**src/rtl/pia_pkg.sv**
```systemverilog
package pia_pkg;

  localparam int unsigned SAMPLE_W  = 24;
  localparam int unsigned COUNT_W   = 16;
  localparam int unsigned FRAC_W    = 8;
  localparam int unsigned SAT_W     = 40;
  localparam int unsigned EVQ_DEPTH = 4;

  localparam logic [SAMPLE_W-1:0] MEAN_MAX  = '1;
  localparam logic [COUNT_W-1:0]  COUNT_MAX = '1;

  // Kind of event word passed from the peak finder to the interval accumulator.
  typedef struct packed {
    logic peak;
    logic last;
  } evt_flags_t;

  // Clamp a wide unsigned value to the mean_interval range.
  function automatic logic [SAMPLE_W-1:0] sat_mean(input logic [SAT_W-1:0] v);
    logic [SAMPLE_W-1:0] r;
    if (v > SAT_W'(MEAN_MAX)) begin
      r = MEAN_MAX;
    end else begin
      r = v[SAMPLE_W-1:0];
    end
    return r;
  endfunction

endpackage

```
**src/rtl/pia_fifo.sv**
```systemverilog
module pia_fifo
  import pia_pkg::*;
#(
  parameter int unsigned WIDTH = 18,
  parameter int unsigned DEPTH = 4
) (
  input  logic             clk_i,
  input  logic             rst_ni,
  input  logic             push_i,
  input  logic [WIDTH-1:0] data_i,
  output logic             full_o,
  input  logic             pop_i,
  output logic [WIDTH-1:0] data_o,
  output logic             empty_o
);

  localparam int unsigned AW = $clog2(DEPTH);

  logic [WIDTH-1:0] slot_q [DEPTH];
  logic [AW:0]      wr_q, rd_q;
  logic             do_push, do_pop;

  assign full_o  = (wr_q[AW] != rd_q[AW]) && (wr_q[AW-1:0] == rd_q[AW-1:0]);
  assign empty_o = (wr_q == rd_q);
  assign data_o  = slot_q[rd_q[AW-1:0]];
  assign do_push = push_i && !full_o;
  assign do_pop  = pop_i && !empty_o;

  always_ff @(posedge clk_i or negedge rst_ni) begin
    if (!rst_ni) begin
      wr_q <= '0;
      rd_q <= '0;
    end else begin
      if (do_push) begin
        wr_q <= wr_q + 1'b1;
      end
      if (do_pop) begin
        rd_q <= rd_q + 1'b1;
      end
    end
  end

  always_ff @(posedge clk_i) begin
    if (do_push) begin
      slot_q[wr_q[AW-1:0]] <= data_i;
    end
  end

endmodule

```
**src/rtl/pia_front.sv**
```systemverilog
module pia_front
  import pia_pkg::*;
#(
  parameter int unsigned MAX_SAMPLES    = 65535,
  parameter int unsigned NEIGHBOUR_SPAN = 2
) (
  input  logic                              clk_i,
  input  logic                              rst_ni,
  input  logic                              push_i,
  input  logic [SAMPLE_W-1:0]               amplitude_i,
  input  logic                              last_sample_i,
  input  logic [SAMPLE_W-1:0]               margin_i,
  output logic                              full_o,
  output logic                              evt_push_o,
  output evt_flags_t                        evt_flags_o,
  output logic [$clog2(MAX_SAMPLES)-1:0]    evt_idx_o,
  input  logic                              evt_full_i
);

  localparam int unsigned IW = $clog2(MAX_SAMPLES);
  localparam int unsigned WD = 2 * NEIGHBOUR_SPAN;
  localparam int unsigned DW = $clog2(NEIGHBOUR_SPAN + 1);
  localparam int unsigned EW = $clog2(WD + 1);
  localparam int unsigned CW = IW + 4;

  typedef enum logic [1:0] {
    FS_ACCEPT = 2'b01,
    FS_FLUSH  = 2'b10
  } fstate_e;

  fstate_e             state_q, state_d;
  logic [SAMPLE_W-1:0] window_q [WD];
  logic [SAMPLE_W-1:0] cur_q;
  logic [IW-1:0]       idx_q, idx_d;
  logic [DW-1:0]       off_q, off_d;

  logic [SAMPLE_W-1:0] ext [WD+1];
  logic [DW-1:0]       off;
  logic [SAMPLE_W-1:0] cand;
  logic [SAMPLE_W:0]   head;
  logic [EW-1:0]       lsel, rsel;
  logic                is_peak;
  logic                accept, at_end, judge_ok, flush_step, last_off;

  // Entry j of ext is the sample j places before the newest one.
  always_comb begin
    ext[0] = (state_q == FS_FLUSH) ? cur_q : amplitude_i;
    for (int j = 1; j <= WD; j++) begin
      ext[j] = window_q[j-1];
    end
  end

  // Judge the candidate off places back; a neighbour outside the sequence passes.
  always_comb begin
    off     = (state_q == FS_FLUSH) ? off_q : DW'(NEIGHBOUR_SPAN);
    cand    = ext[EW'(off)];
    head    = {1'b0, cand} - {1'b0, margin_i};
    is_peak = 1'b1;
    lsel    = '0;
    rsel    = '0;
    for (int k = 1; k <= NEIGHBOUR_SPAN; k++) begin
      lsel = EW'(off) + EW'(k);
      if ((CW'(off) + CW'(k) <= CW'(idx_q)) &&
          (head[SAMPLE_W] || (head[SAMPLE_W-1:0] <= ext[lsel]))) begin
        is_peak = 1'b0;
      end
      if (off >= DW'(k)) begin
        rsel = EW'(off) - EW'(k);
        if (head[SAMPLE_W] || (head[SAMPLE_W-1:0] <= ext[rsel])) begin
          is_peak = 1'b0;
        end
      end
    end
  end

  assign accept     = push_i && (state_q == FS_ACCEPT) && !evt_full_i;
  assign at_end     = last_sample_i || (idx_q == IW'(MAX_SAMPLES - 1));
  assign judge_ok   = CW'(idx_q) >= CW'(NEIGHBOUR_SPAN);
  assign flush_step = (state_q == FS_FLUSH) && !evt_full_i;
  assign last_off   = (off_q == '0);
  assign full_o     = (state_q != FS_ACCEPT) || evt_full_i;

  always_comb begin
    evt_push_o  = 1'b0;
    evt_flags_o = '{peak: is_peak, last: 1'b0};
    evt_idx_o   = idx_q - IW'(NEIGHBOUR_SPAN);
    state_d     = state_q;
    idx_d       = idx_q;
    off_d       = off_q;
    if (accept) begin
      evt_push_o = judge_ok && is_peak;
      if (at_end) begin
        off_d   = judge_ok ? DW'(NEIGHBOUR_SPAN - 1) : DW'(idx_q);
        state_d = FS_FLUSH;
      end else begin
        idx_d = idx_q + 1'b1;
      end
    end else if (flush_step) begin
      evt_push_o  = is_peak || last_off;
      evt_flags_o = '{peak: is_peak, last: last_off};
      evt_idx_o   = idx_q - IW'(off_q);
      if (last_off) begin
        idx_d   = '0;
        state_d = FS_ACCEPT;
      end else begin
        off_d = off_q - 1'b1;
      end
    end
  end

  always_ff @(posedge clk_i or negedge rst_ni) begin
    if (!rst_ni) begin
      state_q <= FS_ACCEPT;
      idx_q   <= '0;
      off_q   <= '0;
    end else begin
      state_q <= state_d;
      idx_q   <= idx_d;
      off_q   <= off_d;
    end
  end

  // Hold the final sample for the flush; shift every other sample into the window.
  always_ff @(posedge clk_i) begin
    if (accept) begin
      if (at_end) begin
        cur_q <= amplitude_i;
      end else begin
        window_q[0] <= amplitude_i;
        for (int j = 1; j < WD; j++) begin
          window_q[j] <= window_q[j-1];
        end
      end
    end
  end

endmodule

```
**src/rtl/pia_div.sv**
```systemverilog
module pia_div
  import pia_pkg::*;
#(
  parameter int unsigned NW = 24,
  parameter int unsigned VW = 16
) (
  input  logic          clk_i,
  input  logic          rst_ni,
  input  logic          start_i,
  input  logic [NW-1:0] dividend_i,
  input  logic [VW-1:0] divisor_i,
  output logic          done_o,
  output logic [NW-1:0] quotient_o
);

  localparam int unsigned CNTW = $clog2(NW + 1);

  logic            busy_q, done_q;
  logic [CNTW-1:0] cnt_q;
  logic [NW-1:0]   quo_q;
  logic [VW-1:0]   rem_q, dvs_q;
  logic [VW:0]     rem_sh;
  logic [VW+1:0]   diff;
  logic            ge;

  // One restoring step per cycle, quotient bits shift in from the bottom.
  assign rem_sh = {rem_q, quo_q[NW-1]};
  assign diff   = {1'b0, rem_sh} - {2'b00, dvs_q};
  assign ge     = !diff[VW+1];

  assign done_o     = done_q;
  assign quotient_o = quo_q;

  always_ff @(posedge clk_i or negedge rst_ni) begin
    if (!rst_ni) begin
      busy_q <= 1'b0;
      done_q <= 1'b0;
      cnt_q  <= '0;
    end else begin
      done_q <= 1'b0;
      if (start_i) begin
        busy_q <= 1'b1;
        cnt_q  <= '0;
      end else if (busy_q) begin
        cnt_q <= cnt_q + 1'b1;
        if (cnt_q == CNTW'(NW - 1)) begin
          busy_q <= 1'b0;
          done_q <= 1'b1;
        end
      end
    end
  end

  always_ff @(posedge clk_i) begin
    if (start_i) begin
      quo_q <= dividend_i;
      rem_q <= '0;
      dvs_q <= divisor_i;
    end else if (busy_q) begin
      quo_q <= {quo_q[NW-2:0], ge};
      rem_q <= ge ? diff[VW-1:0] : rem_sh[VW-1:0];
    end
  end

endmodule

```
**src/rtl/pia_back.sv**
```systemverilog
module pia_back
  import pia_pkg::*;
#(
  parameter int unsigned MAX_SAMPLES = 65535
) (
  input  logic                           clk_i,
  input  logic                           rst_ni,
  input  logic                           evt_empty_i,
  input  evt_flags_t                     evt_flags_i,
  input  logic [$clog2(MAX_SAMPLES)-1:0] evt_idx_i,
  output logic                           evt_pop_o,
  output logic                           res_empty_o,
  input  logic                           res_pop_i,
  output logic [SAMPLE_W-1:0]            mean_o,
  output logic [COUNT_W-1:0]             count_o,
  output logic                           noint_o
);

  localparam int unsigned IW = $clog2(MAX_SAMPLES);
  localparam int unsigned QW = IW + FRAC_W;

  typedef enum logic [1:0] {
    BS_RUN = 2'b01,
    BS_DIV = 2'b10
  } bstate_e;

  bstate_e             state_q;
  logic [IW-1:0]       prev_q, sum_q, cnt_q;
  logic                seen_q;
  logic [COUNT_W-1:0]  total_q;
  logic                res_valid_q;
  logic [SAMPLE_W-1:0] res_mean_q;
  logic [COUNT_W-1:0]  res_count_q;
  logic                res_noint_q;

  logic [IW-1:0]       prev_n, sum_n, cnt_n, gap;
  logic                seen_n;
  logic [COUNT_W-1:0]  total_n;
  logic [IW:0]         samples;
  logic                take, finish, div_start, div_done;
  logic [QW-1:0]       quot;

  // Do not take the closing word while the previous result still waits.
  assign take      = (state_q == BS_RUN) && !evt_empty_i &&
                     !(evt_flags_i.last && res_valid_q);
  assign finish    = take && evt_flags_i.last;
  assign div_start = finish && (cnt_n != '0);
  assign evt_pop_o = take;
  assign gap       = evt_idx_i - prev_q;
  assign samples   = {1'b0, evt_idx_i} + 1'b1;

  always_comb begin
    prev_n  = prev_q;
    seen_n  = seen_q;
    sum_n   = sum_q;
    cnt_n   = cnt_q;
    total_n = total_q;
    if (evt_flags_i.peak) begin
      if (seen_q) begin
        sum_n = sum_q + gap;
        cnt_n = cnt_q + 1'b1;
      end
      prev_n  = evt_idx_i;
      seen_n  = 1'b1;
      total_n = (total_q == COUNT_MAX) ? total_q : total_q + 1'b1;
    end
  end

  pia_div #(
    .NW(QW),
    .VW(IW)
  ) u_div (
    .clk_i     (clk_i),
    .rst_ni    (rst_ni),
    .start_i   (div_start),
    .dividend_i({sum_n, {FRAC_W{1'b0}}}),
    .divisor_i (cnt_n),
    .done_o    (div_done),
    .quotient_o(quot)
  );

  always_ff @(posedge clk_i or negedge rst_ni) begin
    if (!rst_ni) begin
      state_q     <= BS_RUN;
      prev_q      <= '0;
      seen_q      <= 1'b0;
      sum_q       <= '0;
      cnt_q       <= '0;
      total_q     <= '0;
      res_valid_q <= 1'b0;
    end else begin
      if (res_pop_i && res_valid_q) begin
        res_valid_q <= 1'b0;
      end
      if (take) begin
        if (evt_flags_i.last) begin
          prev_q  <= '0;
          seen_q  <= 1'b0;
          sum_q   <= '0;
          cnt_q   <= '0;
          total_q <= '0;
          if (div_start) begin
            state_q <= BS_DIV;
          end else begin
            res_valid_q <= 1'b1;
          end
        end else begin
          prev_q  <= prev_n;
          seen_q  <= seen_n;
          sum_q   <= sum_n;
          cnt_q   <= cnt_n;
          total_q <= total_n;
        end
      end
      if ((state_q == BS_DIV) && div_done) begin
        res_valid_q <= 1'b1;
        state_q     <= BS_RUN;
      end
    end
  end

  always_ff @(posedge clk_i) begin
    if (finish) begin
      res_count_q <= total_n;
      res_noint_q <= !div_start;
      res_mean_q  <= sat_mean(SAT_W'({samples, {FRAC_W{1'b0}}}));
    end
    if ((state_q == BS_DIV) && div_done) begin
      res_mean_q <= sat_mean(SAT_W'(quot));
    end
  end

  assign res_empty_o = !res_valid_q;
  assign mean_o      = res_mean_q;
  assign count_o     = res_count_q;
  assign noint_o     = res_noint_q;

endmodule

```
**src/rtl/peak_interval_averager_unit.sv**
```systemverilog
// Peak interval averager. Feed one amplitude word per packet through push/full
// and mark the final word of a sequence with last_sample_i. A sample is a peak
// when it exceeds every neighbour within NEIGHBOUR_SPAN places on either side
// by more than the margin register; neighbours beyond either end of the
// sequence pass. After the final word one result appears on the empty/pop side:
// the mean gap between consecutive peaks with 8 fractional bits (or the sample
// count with 8 fractional bits when fewer than two peaks were found, flagged by
// no_interval_o), and the saturating peak count. A sequence that reaches
// MAX_SAMPLES words ends at that word. Ordinary words are taken at one per
// cycle while the event queue has room. The final word holds the input side
// while the peak finder judges the trailing candidates, one per cycle while
// the event queue has room. The result word comes from a bit-serial divider,
// which starts when the averaging side takes the closing word; when there is
// no gap to average, the result appears in the next cycle instead. A
// four-word queue lets the next sequence start while that division runs.
// Write peak_margin only while the block is idle.
module peak_interval_averager_unit
  import pia_pkg::*;
#(
  parameter int unsigned MAX_SAMPLES    = 65535,
  parameter int unsigned NEIGHBOUR_SPAN = 2
) (
  input  logic                clk_i,
  input  logic                rst_ni,
  input  logic                push,
  output logic                full,
  input  logic [SAMPLE_W-1:0] amplitude_i,
  input  logic                last_sample_i,
  output logic                empty,
  input  logic                pop,
  output logic [SAMPLE_W-1:0] mean_interval_o,
  output logic [COUNT_W-1:0]  peak_count_o,
  output logic                no_interval_o,
  input  logic                cfg_valid_i,
  output logic                cfg_ready_o,
  input  logic [SAMPLE_W-1:0] cfg_data_i
);

  localparam int unsigned IW = $clog2(MAX_SAMPLES);
  localparam int unsigned QDW = IW + $bits(evt_flags_t);

  logic [SAMPLE_W-1:0] margin_q;

  logic                fe_push;
  evt_flags_t          fe_flags;
  logic [IW-1:0]       fe_idx;
  logic                q_full, q_empty, q_pop;
  logic [QDW-1:0]      q_data;
  evt_flags_t          q_flags;
  logic [IW-1:0]       q_idx;

  // Margin register: always ready, writes are registered.
  assign cfg_ready_o = 1'b1;

  always_ff @(posedge clk_i or negedge rst_ni) begin
    if (!rst_ni) begin
      margin_q <= '0;
    end else if (cfg_valid_i) begin
      margin_q <= cfg_data_i;
    end
  end

  // Front: window the samples and classify each candidate as peak or not.
  pia_front #(
    .MAX_SAMPLES   (MAX_SAMPLES),
    .NEIGHBOUR_SPAN(NEIGHBOUR_SPAN)
  ) u_front (
    .clk_i        (clk_i),
    .rst_ni       (rst_ni),
    .push_i       (push),
    .amplitude_i  (amplitude_i),
    .last_sample_i(last_sample_i),
    .margin_i     (margin_q),
    .full_o       (full),
    .evt_push_o   (fe_push),
    .evt_flags_o  (fe_flags),
    .evt_idx_o    (fe_idx),
    .evt_full_i   (q_full)
  );

  // Decouple peak finding from averaging.
  pia_fifo #(
    .WIDTH(QDW),
    .DEPTH(EVQ_DEPTH)
  ) u_evq (
    .clk_i  (clk_i),
    .rst_ni (rst_ni),
    .push_i (fe_push),
    .data_i ({fe_flags, fe_idx}),
    .full_o (q_full),
    .pop_i  (q_pop),
    .data_o (q_data),
    .empty_o(q_empty)
  );

  assign {q_flags, q_idx} = q_data;

  // Back: accumulate gaps, divide at most once per sequence, hold the result word.
  pia_back #(
    .MAX_SAMPLES(MAX_SAMPLES)
  ) u_back (
    .clk_i      (clk_i),
    .rst_ni     (rst_ni),
    .evt_empty_i(q_empty),
    .evt_flags_i(q_flags),
    .evt_idx_i  (q_idx),
    .evt_pop_o  (q_pop),
    .res_empty_o(empty),
    .res_pop_i  (pop),
    .mean_o     (mean_interval_o),
    .count_o    (peak_count_o),
    .noint_o    (no_interval_o)
  );

endmodule

```
**config.mk**
```make
export PLATFORM = sky130hd
export DESIGN_NAME = peak_interval_averager_unit
export DESIGN_NICKNAME = d
export VERILOG_FILES = /design/src/rtl/pia_pkg.sv /design/src/rtl/pia_fifo.sv /design/src/rtl/pia_front.sv /design/src/rtl/pia_div.sv /design/src/rtl/pia_back.sv /design/src/rtl/peak_interval_averager_unit.sv
export SDC_FILE = /design/constraint.sdc
export NUM_CORES = 1
export LEC_CHECK = 0
export BUFFER_PORTS_ARGS = -buffer_cell sky130_fd_sc_hd__buf_2
export CAP_MARGIN = 20
export CORE_AREA = 2 2 365 186
export DETAILED_ROUTE_END_ITERATION = 10
export DIE_AREA = 0 0 367 188
export GPL_ROUTABILITY_DRIVEN = 0
export GPL_TIMING_DRIVEN = 0
export PLACE_DENSITY_LB_ADDON = 0.1
export SKIP_CTS_REPAIR_TIMING = 1
export SLEW_MARGIN = 20
export SYNTH_ARGS = -nofsm -noshare
export SYNTH_HDL_FRONTEND = slang
export SYNTH_HIERARCHICAL = 1
export SYNTH_SLANG_ARGS = --single-unit
```
**constraint.sdc**
```tcl
create_clock -name clk_i -period 19.2 [get_ports clk_i]
set_clock_uncertainty 0.15 [all_clocks]
set_input_delay 0.96 -clock clk_i [delete_from_list [all_inputs] [get_ports clk_i]]
set_output_delay 0.96 -clock clk_i [all_outputs]
set_load 0.02 [all_outputs]
```
Yosys cells after proc, flatten, opt, wreduce, memory -nomap -nowiden:

Memory sizes are Yosys's and may differ from the RTL's.
Cells that the tools add are included.
W data, S select, Z words.

* equal/unequal tests: 14
* shift-type cells: 0
* multiply operators: 0
* bitwise operators: 5
* muxes and demuxes: 83
* magnitude comparators: 15
* divide/modulo/power cells: 0
* reductions and logical operators: 45
* add/subtract/negate cells: 20

Operators by type and width (count)
* $mux W24: 16
* $bmux W24 S3: 5
* $mux W16: 18
* $le A24 B24 Y1: 4
* $add A16 B1 Y16 const B: 3
* $le A20 B16 Y1: 2
* $eq A16 B16 Y1 const B: 2
* $mux W1: 28
* $mux W2: 14
* $gt A25 B24 Y1 const B: 1
* $sub A24 B24 Y25: 1
* $ge A4 B4 Y1 const B: 5
* $sub A17 B16 Y18: 1
* $add A16 B1 Y17 const B: 1
* $add A16 B16 Y16: 1
* $ge A16 B2 Y1 const B: 1
* $logic_and A1 B1 Y1: 16
* $not A3 Y4: 4
* $reduce_bool A16 Y1: 1
* $reduce_bool A2 Y1: 8
* $sub A16 B16 Y16: 1
* $sub A16 B2 Y16: 1
* $sub A16 B2 Y16 const B: 1
* $reduce_and A3 Y1: 4
* other kinds (23): 43

* bits in latches: 0
* memories: 2
* logic and storage cells: 208
* output and inout bits: 44
* memory bits (read-only): 0
* register bits: 246
* memory bits (writable): 168

Memory list
* u_front.window_q: depth 4, width 24, read ports 4, clocked after Yosys merged registers in 0, wr ports 4, RTL line pia_front.sv:32 `logic [SAMPLE_W-1:0] window_q [WD];`
* u_evq.slot_q: depth 4, width 18, read ports 1, clocked after Yosys merged registers in 0, wr ports 1, RTL line pia_fifo.sv:19 `logic [WIDTH-1:0] slot_q [DEPTH];`

Logic depth before layout (Yosys ltp):

Gate-level depths: netlist of run 1.

* depth after elaboration: 22
* gate-level depth with buffers: 32
* depth with buffers taken out: 31

Cells and area by module:

The synthesis of run 1 kept the hierarchy.

Modules (own cells, without submodules)
* pia_front: area each 11554.8 µm², cells an instance 1288, instances 1
* pia_back: area each 6994.2 µm², cells an instance 787, instances 1
* pia_div: area each 3488.3 µm², cells an instance 316, instances 1
* pia_fifo: area each 3119.2 µm², cells an instance 143, instances 1
* peak_interval_averager_unit: area each 1008.5 µm², cells an instance 53, instances 1

Worst setup path before layout of run 1:

OpenSTA, ideal clock, no wires.

* path type: reg2reg
* start: register u_front.state_q[0]
* end: memory u_evq.slot_q[1][0], enable pin
* data required time: 18.674 ns
* setup slack: 12.421 ns
* stages on the path, launching flop included: 28
* clock period less this slack: 6.779 ns
* arrival time: 6.254 ns
* cell sequence: dfstp_2 > nor2b_1 > nand2_1 > clkbuf_1 > clkbuf_1 > nand2_1 > a31oi_1 > ha_1 > nor2b_1 > o21a_1 > o21ai_0 > a21oi_1 > a22oi_1 > o31a_1 > o21ai_0 > nor4b_1 > a211oi_1 > ha_1 > nand4_1 > nor4_1 > a221oi_1 > o21ai_0 > o21ai_0 > nor3_1 > o31a_1 > o221ai_1 > o31ai_1 > and3_1

* longest elaborated chain between the ends: 22
* elaborated cells between the ends (all ways): 61
* classes of those cells: add/sub (7); order compare (8); eq/ne (2); mux (27); bitwise (5); reduce/logical (12)

Ends and longest elaborated chain
* start: declaration: RTL line pia_front.sv:31 `fstate_e state_q, state_d;`
* start signal: assignment: RTL line pia_front.sv:117 `state_q <= state_d;`
* $eq A2 B2 Y1: RTL line pia_front.sv:47, pia_front.sv:55, pia_front.sv:79
* $mux W2: RTL line pia_front.sv:55 `off = (state_q == FS_FLUSH) ? off_q : DW'(NEIGHBOUR_SPAN);`
* $not A2 Y4 (not written as such) or $add A2 B1 Y3 (tied branches): RTL line pia_front.sv:56, pia_front.sv:62, pia_front.sv:63
* $bmux W24 S3 or $not A3 Y4 (tied branches): RTL line pia_front.sv:56, pia_front.sv:64
* $mux W24 (not written as such) or $bmux W24 S3 (tied branches): RTL line pia_front.sv:56, pia_front.sv:64
* $mux W24 (on tied branches): RTL line pia_front.sv:56, pia_front.sv:64
* $sub A24 B24 Y25 or $mux W24 (tied branches): RTL line pia_front.sv:57, pia_front.sv:64
* $le A24 B24 Y1: RTL line pia_front.sv:64 `(head[SAMPLE_W] || (head[SAMPLE_W-1:0] <= ext[lsel]))) begin`
* [7 not listed]
* $mux W1: RTL line pia_front.sv:67 `if (off >= DW'(k)) begin`
* $logic_or A1 B1 Y1: RTL line pia_front.sv:99 `evt_push_o = is_peak || last_off;`
* $mux W1: RTL line pia_front.sv:98 `end else if (flush_step) begin`
* $mux W1 *: RTL line pia_front.sv:90 `if (accept) begin`
* net fe_push: RTL line peak_interval_averager_unit.sv:44 `logic fe_push;`
* $logic_and A1 B1 Y1 *: RTL line pia_fifo.sv:26 `assign do_push = push_i && !full_o;`
* $mux W1 *: RTL line pia_fifo.sv:44 `if (do_push) begin`
* $mux W1 (not written as such) *: RTL line pia_fifo.sv:45 `slot_q[wr_q[AW-1:0]] <= data_i;`
* end: declaration: RTL line pia_fifo.sv:19

The timed path passes the listed nets; every way through them passes the cells marked *. The select of a mux whose other input is x is not followed.

Worst setup path in the final report of run 1:

* start: register u_front.state_q[1]
* end: memory u_evq.slot_q[3][7], enable pin

Same word-level chain as after synthesis.

==> summary.md, run 1 <==
| Metric | Value |
|---|---|
| FF+latch area | `11600 sq um` |
| Max rail drop VDD | `0.111 mV` |
| Critical Path AT | `11.53 ns` |
| PD cells | `170 nW/um^2` |
| Post-synthesis register bit count | `414` |
| Sequential cell area fraction in the yosys report | `44.5%` |
| Setup_tns | `0 ns` |
| Chip height | `188 microns` |
| Tot Pwr | `5010 uW` |
| First-pass GRT wire length | `136000 microns` |
| Hold WC Path Type | `input pin to asynchronous set/reset pin` |
| I/O Pins | `98` |
| Worst Setup Path Type | `flip-flop to flip-flop` |
| Ratio of cells with drive above 1 in the final layout | `11.9%` |
| Largest delay share family, worst path | `compound AO/OA/AOI/OAI gates` |
| Inserted Clock Buffers | `43` |
| Maximum clock rate | `87.2 MHz` |
| DR pass1 iterations | `6` |
| Commonest non-fill, non-tap cell in the layout | `nand2_1` |
| Cell total after placement | `3590` |
| Relative slew slack | `13.2%` |
| Final ANT Viol Nets | `0` |
| Worst-margin pin slew | `1.30 ns` |
| Final hold violations | `0` |
| # setup viols final | `0` |
| Clk buf depth | `3` |
| Mapped Area | `26200 sq um` |
| Synth warnings | `6` |
| Crit start category | `flip-flop` |
| DR vias/cell | `5.98` |
| Gr busiest metal | `met1` |
| Row Count | `67` |
| Ys async rst share | `30.2%` |
| Filler cells | `6322` |
| CTS tree | `built` |
| Pin count of the biggest net entering global routing | `82` |
| Initial antenna violation count | `4` |
| Syn avg cell area | `10.1 sq um` |
| Clock Sinks | `414` |
| Post-Route WL | `92700 microns` |
| Antenna cells | `0` |
| Most used cell, CP | `o21ai_0` |
| Post-layout nets | `2986` |
| Synth Flop Type | `edfxtp_1` |
| Wire length per cell | `25.3 microns` |
| Fin cells | `3670` |
| Buffers on Ports | `95` |
| Die width | `367 microns` |
| M2 GR Usage | `28.8%` |
| Core area | `66100 sq um` |
| Most frequent cells in the layout | `nand2_1 (341), edfxtp_1 (273), a21oi_1 (213)` |
| CP bufs+invs | `3` |
| Pleak | `0.0118 uW` |
| RSZ-0062 raised after global routing | `no` |
| Tmin final | `11.47 ns` |
| Vias in the first global route | `20000` |
| Crit path largest cell delay | `1.05 ns` |
| Crit path launch | `u_front/state_q[1]` |
| Max-cap viol count | `0` |
| Top cells by area, synth | `edfxtp_1 (31%), dfrtp_1 (12%), ha_1 (8.4%)` |
| GR Overflow Total | `0` |
| Status | `finished clean` |
| All-Layer GR Usage | `26.4%` |
| Clk pin slew, worst setup/hold paths | `0.06 ns` |
| Worst-Skew Late Latency | `0.61 ns` |
| H-tree levels | `2` |
| GRT met1 Usage | `45.3%` |
| Layout area overhead | `12.6%` |
| CP max FO | `19` |
| Initial Util | `39.6%` |
| R2r startpoint | `u_front/state_q[1]` |
| Final HPWL DP | `71900 microns` |
| Post-synth EDFFs | `273` |
| DRC | `0` |
| Initial DRC Count | `3235` |
| Synth unique cells | `98` |
| Post-Synthesis Cells | `2587` |
| GR met3 Demand/Resource | `10.9%` |
| Final-report max-slew violation count | `0` |
| Critical Path RT | `19.26 ns` |
| Die Footprint | `69000 sq um` |
| Vias | `21900` |
| CP Capture Type | `flip-flop` |
| Period utilisation layout | `59.7%` |
| Multi-input logic area | `13400 sq um` |
| Worst path slowest cell | `a31oi_1` |
| Post-synth top area share | `31.3%` |
| Root buffer cell | `clkbuf_16` |
| Area leader, netlist | `edfxtp_1` |
-- per-stage QoR --
step	worst slack (ns)	hold WS [ns]	utilization, %	instance area [sq um]
6_report	7.73	0.206	44.6	29500
3_3_place_gp	8.19	0.309	42.1	27800
2_1_floorplan	12.42	0.294	-	26200
4_1_cts	8.44	0.199	44.6	29500
3_5_place_dp	8.50	0.308	42.3	27900
5_1_grt	7.39	0.224	44.6	29500
-- cells in the mapped netlist (18+ instances only) --
| cell | n |
|---|---|
| inv_1 | 133 |
| mux4_2 | 18 |
| xnor2_1 | 71 |
| o31ai_1 | 22 |
| nor2b_1 | 32 |
| nand2b_1 | 19 |
| ha_1 | 176 |
| xor2_1 | 48 |
| buf_1 | 18 |
| nand4_1 | 39 |
| o21ai_0 | 108 |
| mux2_2 | 50 |
| o22a_1 | 24 |
| a21o_1 | 25 |
| edfxtp_1 | 273 |
| and3_1 | 23 |
| a31oi_1 | 71 |
| nor2_1 | 152 |
| a22oi_1 | 23 |
| o21ai_1 | 21 |
| mux2i_1 | 38 |
| a21oi_1 | 213 |
| mux2_4 | 20 |
| dfrtp_1 | 123 |
| nor3_1 | 24 |
| clkbuf_1 | 102 |
| o211a_1 | 23 |
| a211oi_1 | 36 |
| nand2_1 | 342 |
| nand3_1 | 48 |
| fa_1 | 18 |
-- state kept, by name, summed over array words and instances (netlist names), 24 cells and up --
| register | cells |
|---|---|
| u_front/cur_q | 24 |
| margin_q | 24 |
| u_back/mean_o | 24 |
| u_back/u_div/quotient_o | 24 |
| u_front/window_q | 96 |
| u_evq/slot_q | 72 |
-- layer usage --
metal / wire [microns] / vias to the layer above / part of all wire (%)
met5: 13 / - / 0.014
met4: 1110 / 2 / 1.2
met3: 14400 / 96 / 15
met2: 30200 / 1298 / 33
met1: 47000 / 10700 / 51
li1: - / 9815 / -
-- report_power, final --
| part | total [uW] | switching [uW] | internal [uW] |
|---|---|---|---|
| combinational | 2970 | 2010 | 964 |
| clock | 931 | 393 | 538 |
| sequential | 1110 | 43.3 | 1070 |
| total | 5010 | 2440 | 2570 |
-- logic make-up after synthesis --
group           count (synthesis)  share of synthesized area, %
simple gates                  745                          13.1
buf+inv                       282                          4.51
fa+ha+maj                     194                          9.79
flops                         414                          44.5
other cells                     2                        0.0287
xor+xnor                      122                          4.21
mux                           127                          6.35
compound gates                701                          17.5
-- final cells by class --
class                      instances  area share [%]
inverter                         136            1.75
sequential                       414            39.5
buffer                           146            2.27
multi-input combinational       1898            45.4
tap                              897            3.81
clock buffer                      56            4.06
clock inverter                    24            1.11
timing repair buffer              99            2.02
-- path summary, 6_finish.rpt --
path,cells after the start,endpoint,slack (ns)
max,27,u_evq/slot_q[3][7],7.73
min,2,u_back/u_div/cnt_q[4],0.21
max reg2reg,27,u_evq/slot_q[3][7],7.73
min reg2reg,0,u_front/window_q[1][22],0.33
max in group asynchronous,3,u_front/state_q[0],17.94
min in group clk_i,0,u_front/window_q[1][22],0.33
(Power assumes the default switching activity.)
==> run 2, diff against run 1 <==
Settings changed: ABC_AREA set to 1, CORE_AREA 2 2 365 186 to 2 2 370 189, DIE_AREA 0 0 367 188 to 0 0 372 191.
Clock period 19.2 ns to 9.8 ns, I/O delays scaled along.
==> run 2 against run 1 <==
Effect of this change: fmax increased by 35%; clock power increased by 85%; setup slack got worse by 6.4 ns; count of clock-buffer cells in the layout increased by 3; via count increased by 8.5%; flip-flop and latch count unchanged; non-clock buffer count increased by 19; global-route usage decreased by 1.4 points; critical endpoint is now u_evq/slot_q[3][10]; routed wire length decreased by 3.7%; critical path depth increased by 4.
==> summary.md, run 2 <==
| Metric | Value |
|---|---|
| Most frequent cells in the layout | `nand2_1 (874), inv_1 (436), edfxtp_1 (273)` |
| Synth Area in Compound Gates | `12.0%` |
| Inserted Clock Buffers | `45` |
| Max reg flops | `96` |
| Initial antenna violation count | `0` |
| Largest delay share family, worst path | `simple AND/OR/NAND/NOR gates` |
| Post-Route WL | `89300 microns` |
| Simple-gate share of the synthesized area | `22.9%` |
| Met2 wire length | `30500 microns` |
| I/O Pins | `98` |
| CTS tree | `built` |
| Sequential cell area fraction in the yosys report | `43.4%` |
| Top reg by flops | `u_front/window_q` |
| Setup_tns | `0 ns` |
| First-pass GRT wire length | `135000 microns` |
| Area leader, netlist | `edfxtp_1` |
| Top Layer Used | `met4` |
| Cell total after placement | `4282` |
| Fin cells | `4415` |
| R2r startpoint | `u_front/off_q[0]` |
| Buffers on Ports | `95` |
| Root buffer cell | `clkbuf_16` |
| Clk pin slew, worst setup/hold paths | `0.06 ns` |
| Clk buf depth | `3` |
| Initial DRC Count | `3190` |
| H-tree levels | `2` |
| Final-report max-slew violation count | `0` |
| Max-cap viol count | `0` |
| Post-DP Area | `28700 sq um` |
| Count leader, synth | `nand2_1` |
| Pleak | `0.0143 uW` |
| Post-synth top cells | `nand2_1 (875), inv_1 (438), edfxtp_1 (273), nor2_1 (244), o21ai_0 (197)` |
| Row Count | `68` |
| Syn avg cell area | `8.24 sq um` |
| Adder and majority gate portion of the synthesized area | `9.54%` |
| Synth unique cells | `72` |
| Most used cell, CP | `nand2_1` |
| Post-synthesis mux area share | `0.783%` |
| Worst path slowest cell | `inv_1` |
| Period utilisation layout | `86.7%` |
| Xor and xnor fraction of the mapped netlist area | `2.61%` |
| Wire length per cell | `20.2 microns` |
| Vias in the first global route | `21800` |
| Critical Path AT | `8.55 ns` |
| Mapped Area | `26900 sq um` |
| RSZ-0062 raised after global routing | `no` |
| Critical Path RT | `9.85 ns` |
| Commonest non-fill, non-tap cell in the layout | `nand2_1` |
| Post-synth top area share | `30.5%` |
| Die Footprint | `71100 sq um` |
| Crit path launch | `u_front/off_q[0]` |
| Post-synth EDFFs | `273` |
| Pin count of the biggest net entering global routing | `77` |
| Tmin final | `8.50 ns` |
| DR WL met3 | `10800 microns` |
| DR vias/cell | `5.40` |
| Status | `finished clean` |
| Die width | `372 microns` |
| Hold WC Path Type | `input pin to flip-flop` |
| WL met1 | `47100 microns` |
| GR Overflow Total | `0` |
| Top cells by area, synth | `edfxtp_1 (31%), nand2_1 (12%), dfrtp_1 (11%)` |
| Initial Util | `39.5%` |
| DR pass1 iterations | `6` |
| Final HPWL DP | `69900 microns` |
| Maximum clock rate | `118 MHz` |
| Max rail drop VDD | `0.0968 mV` |
| Layout area overhead | `14.1%` |
| CP Capture Type | `flip-flop` |
| # setup viols final | `0` |
| Crit path largest cell delay | `0.69 ns` |
| Final hold violations | `0` |
| Post-synthesis register bit count | `414` |
| PD cells | `129 nW/um^2` |
| Synth warnings | `6` |
| Relative slew slack | `28.0%` |
| All-Layer GR Usage | `25.1%` |
| Post-layout nets | `3716` |
| Synth Flop Type | `edfxtp_1` |
| Largest family of logic cells by synthesized area | `simple AND/OR/NAND/NOR gates` |
| Cell area after layout | `30600 sq um` |
| Ys async rst share | `30.2%` |
| Worst-margin pin slew | `1.08 ns` |
| Vias | `23800` |
| Final ANT Viol Nets | `0` |
| Clock Sinks | `414` |
| Worst Setup Path Type | `flip-flop to flip-flop` |
| CP bufs+invs | `6` |
| Worst-Skew Late Latency | `0.60 ns` |
| Core area | `68000 sq um` |
| Tot Pwr | `3960 uW` |
| Hold_sp | `cfg_valid_i` |
| Ratio of cells with drive above 1 in the final layout | `9.76%` |
| Chip height | `191 microns` |
| Post-Synthesis Cells | `3261` |
| DRC | `0` |
| Crit start category | `flip-flop` |
| CP max FO | `18` |
==> run 2: changes by cell type after synthesis, sizes merged, moves of 38 or more <==
cell and change:
mux2 -71, inv +322, a211oi -38, clkbuf -50, o22ai +58, xnor2 -46, a31oi -42, a21oi -85
nor2 +108, o21ai +83, nand2 +558, nand3 +138
==> run 2: final cells by class <==
class / count / area [sq um]
Fill cell: 6679 / 37300
Inverter: 459 / 1740
Buffer: 111 / 609
Timing Repair Buffer: 153 / 1160
Clock buffer: 59 / 1210
Clock inverter: 24 / 223
Antenna cell: 1 / 2.50
Sequential cell: 414 / 11600
Tap cell: 910 / 1140
Multi-Input combinational cell: 2284 / 12900
==> run 2: where the power goes <==
group          internal (uW)  switching [uW]  total [uW]  leakage, uW
clock network            955             768        1720     0.000685
registers               1860            5.46        1860      0.00400
logic                    136             239         375      0.00960
==> run 2: per-stage QoR <==
step,worst slack [ns],utilization (%),hold WS [ns]
floorplan,3.41,-,0.0444
global placement,0.247,41.9,0.280
detailed placement,1.82,42.2,0.285
CTS,1.79,44.3,-0.334
global route,1.10,45.1,0.0404
finish,1.30,45.1,0.0340
==> run 2: tightest hold or removal path: stages <==
cell and delay, ns:
buf_6 0.13, nand2_1 0.07, nand2_1 0.04
==> run 2: routing by layer <==
layer	track usage, %	vias to the layer above
met3	7.13	82
met2	29.6	1109
met5	0	-
met1	43.0	11300
met4	3.86	0
li1	-	11300
==> run 2: cell families after synthesis <==
group	after synthesis
AOI/OAI and AO/OA	545
xor gates and xnor gates	77
adders and majority gates	194
buffers and inverters	570
DFF	414
muxes	21
other	2
and+or+nand+nor	1438
==> run 2: final timing paths <==
kind,endpoint,slack (ns),depth (start not counted)
max reg2reg,u_evq/slot_q[3][10],1.30,31
min,margin_q[0],0.03,3
max,u_evq/slot_q[3][10],1.30,31
max in group asynchronous,u_front/state_q[0],8.40,3
min in group asynchronous,u_back/total_q[7],0.28,2
min reg2reg,u_front/window_q[3][13],0.29,0
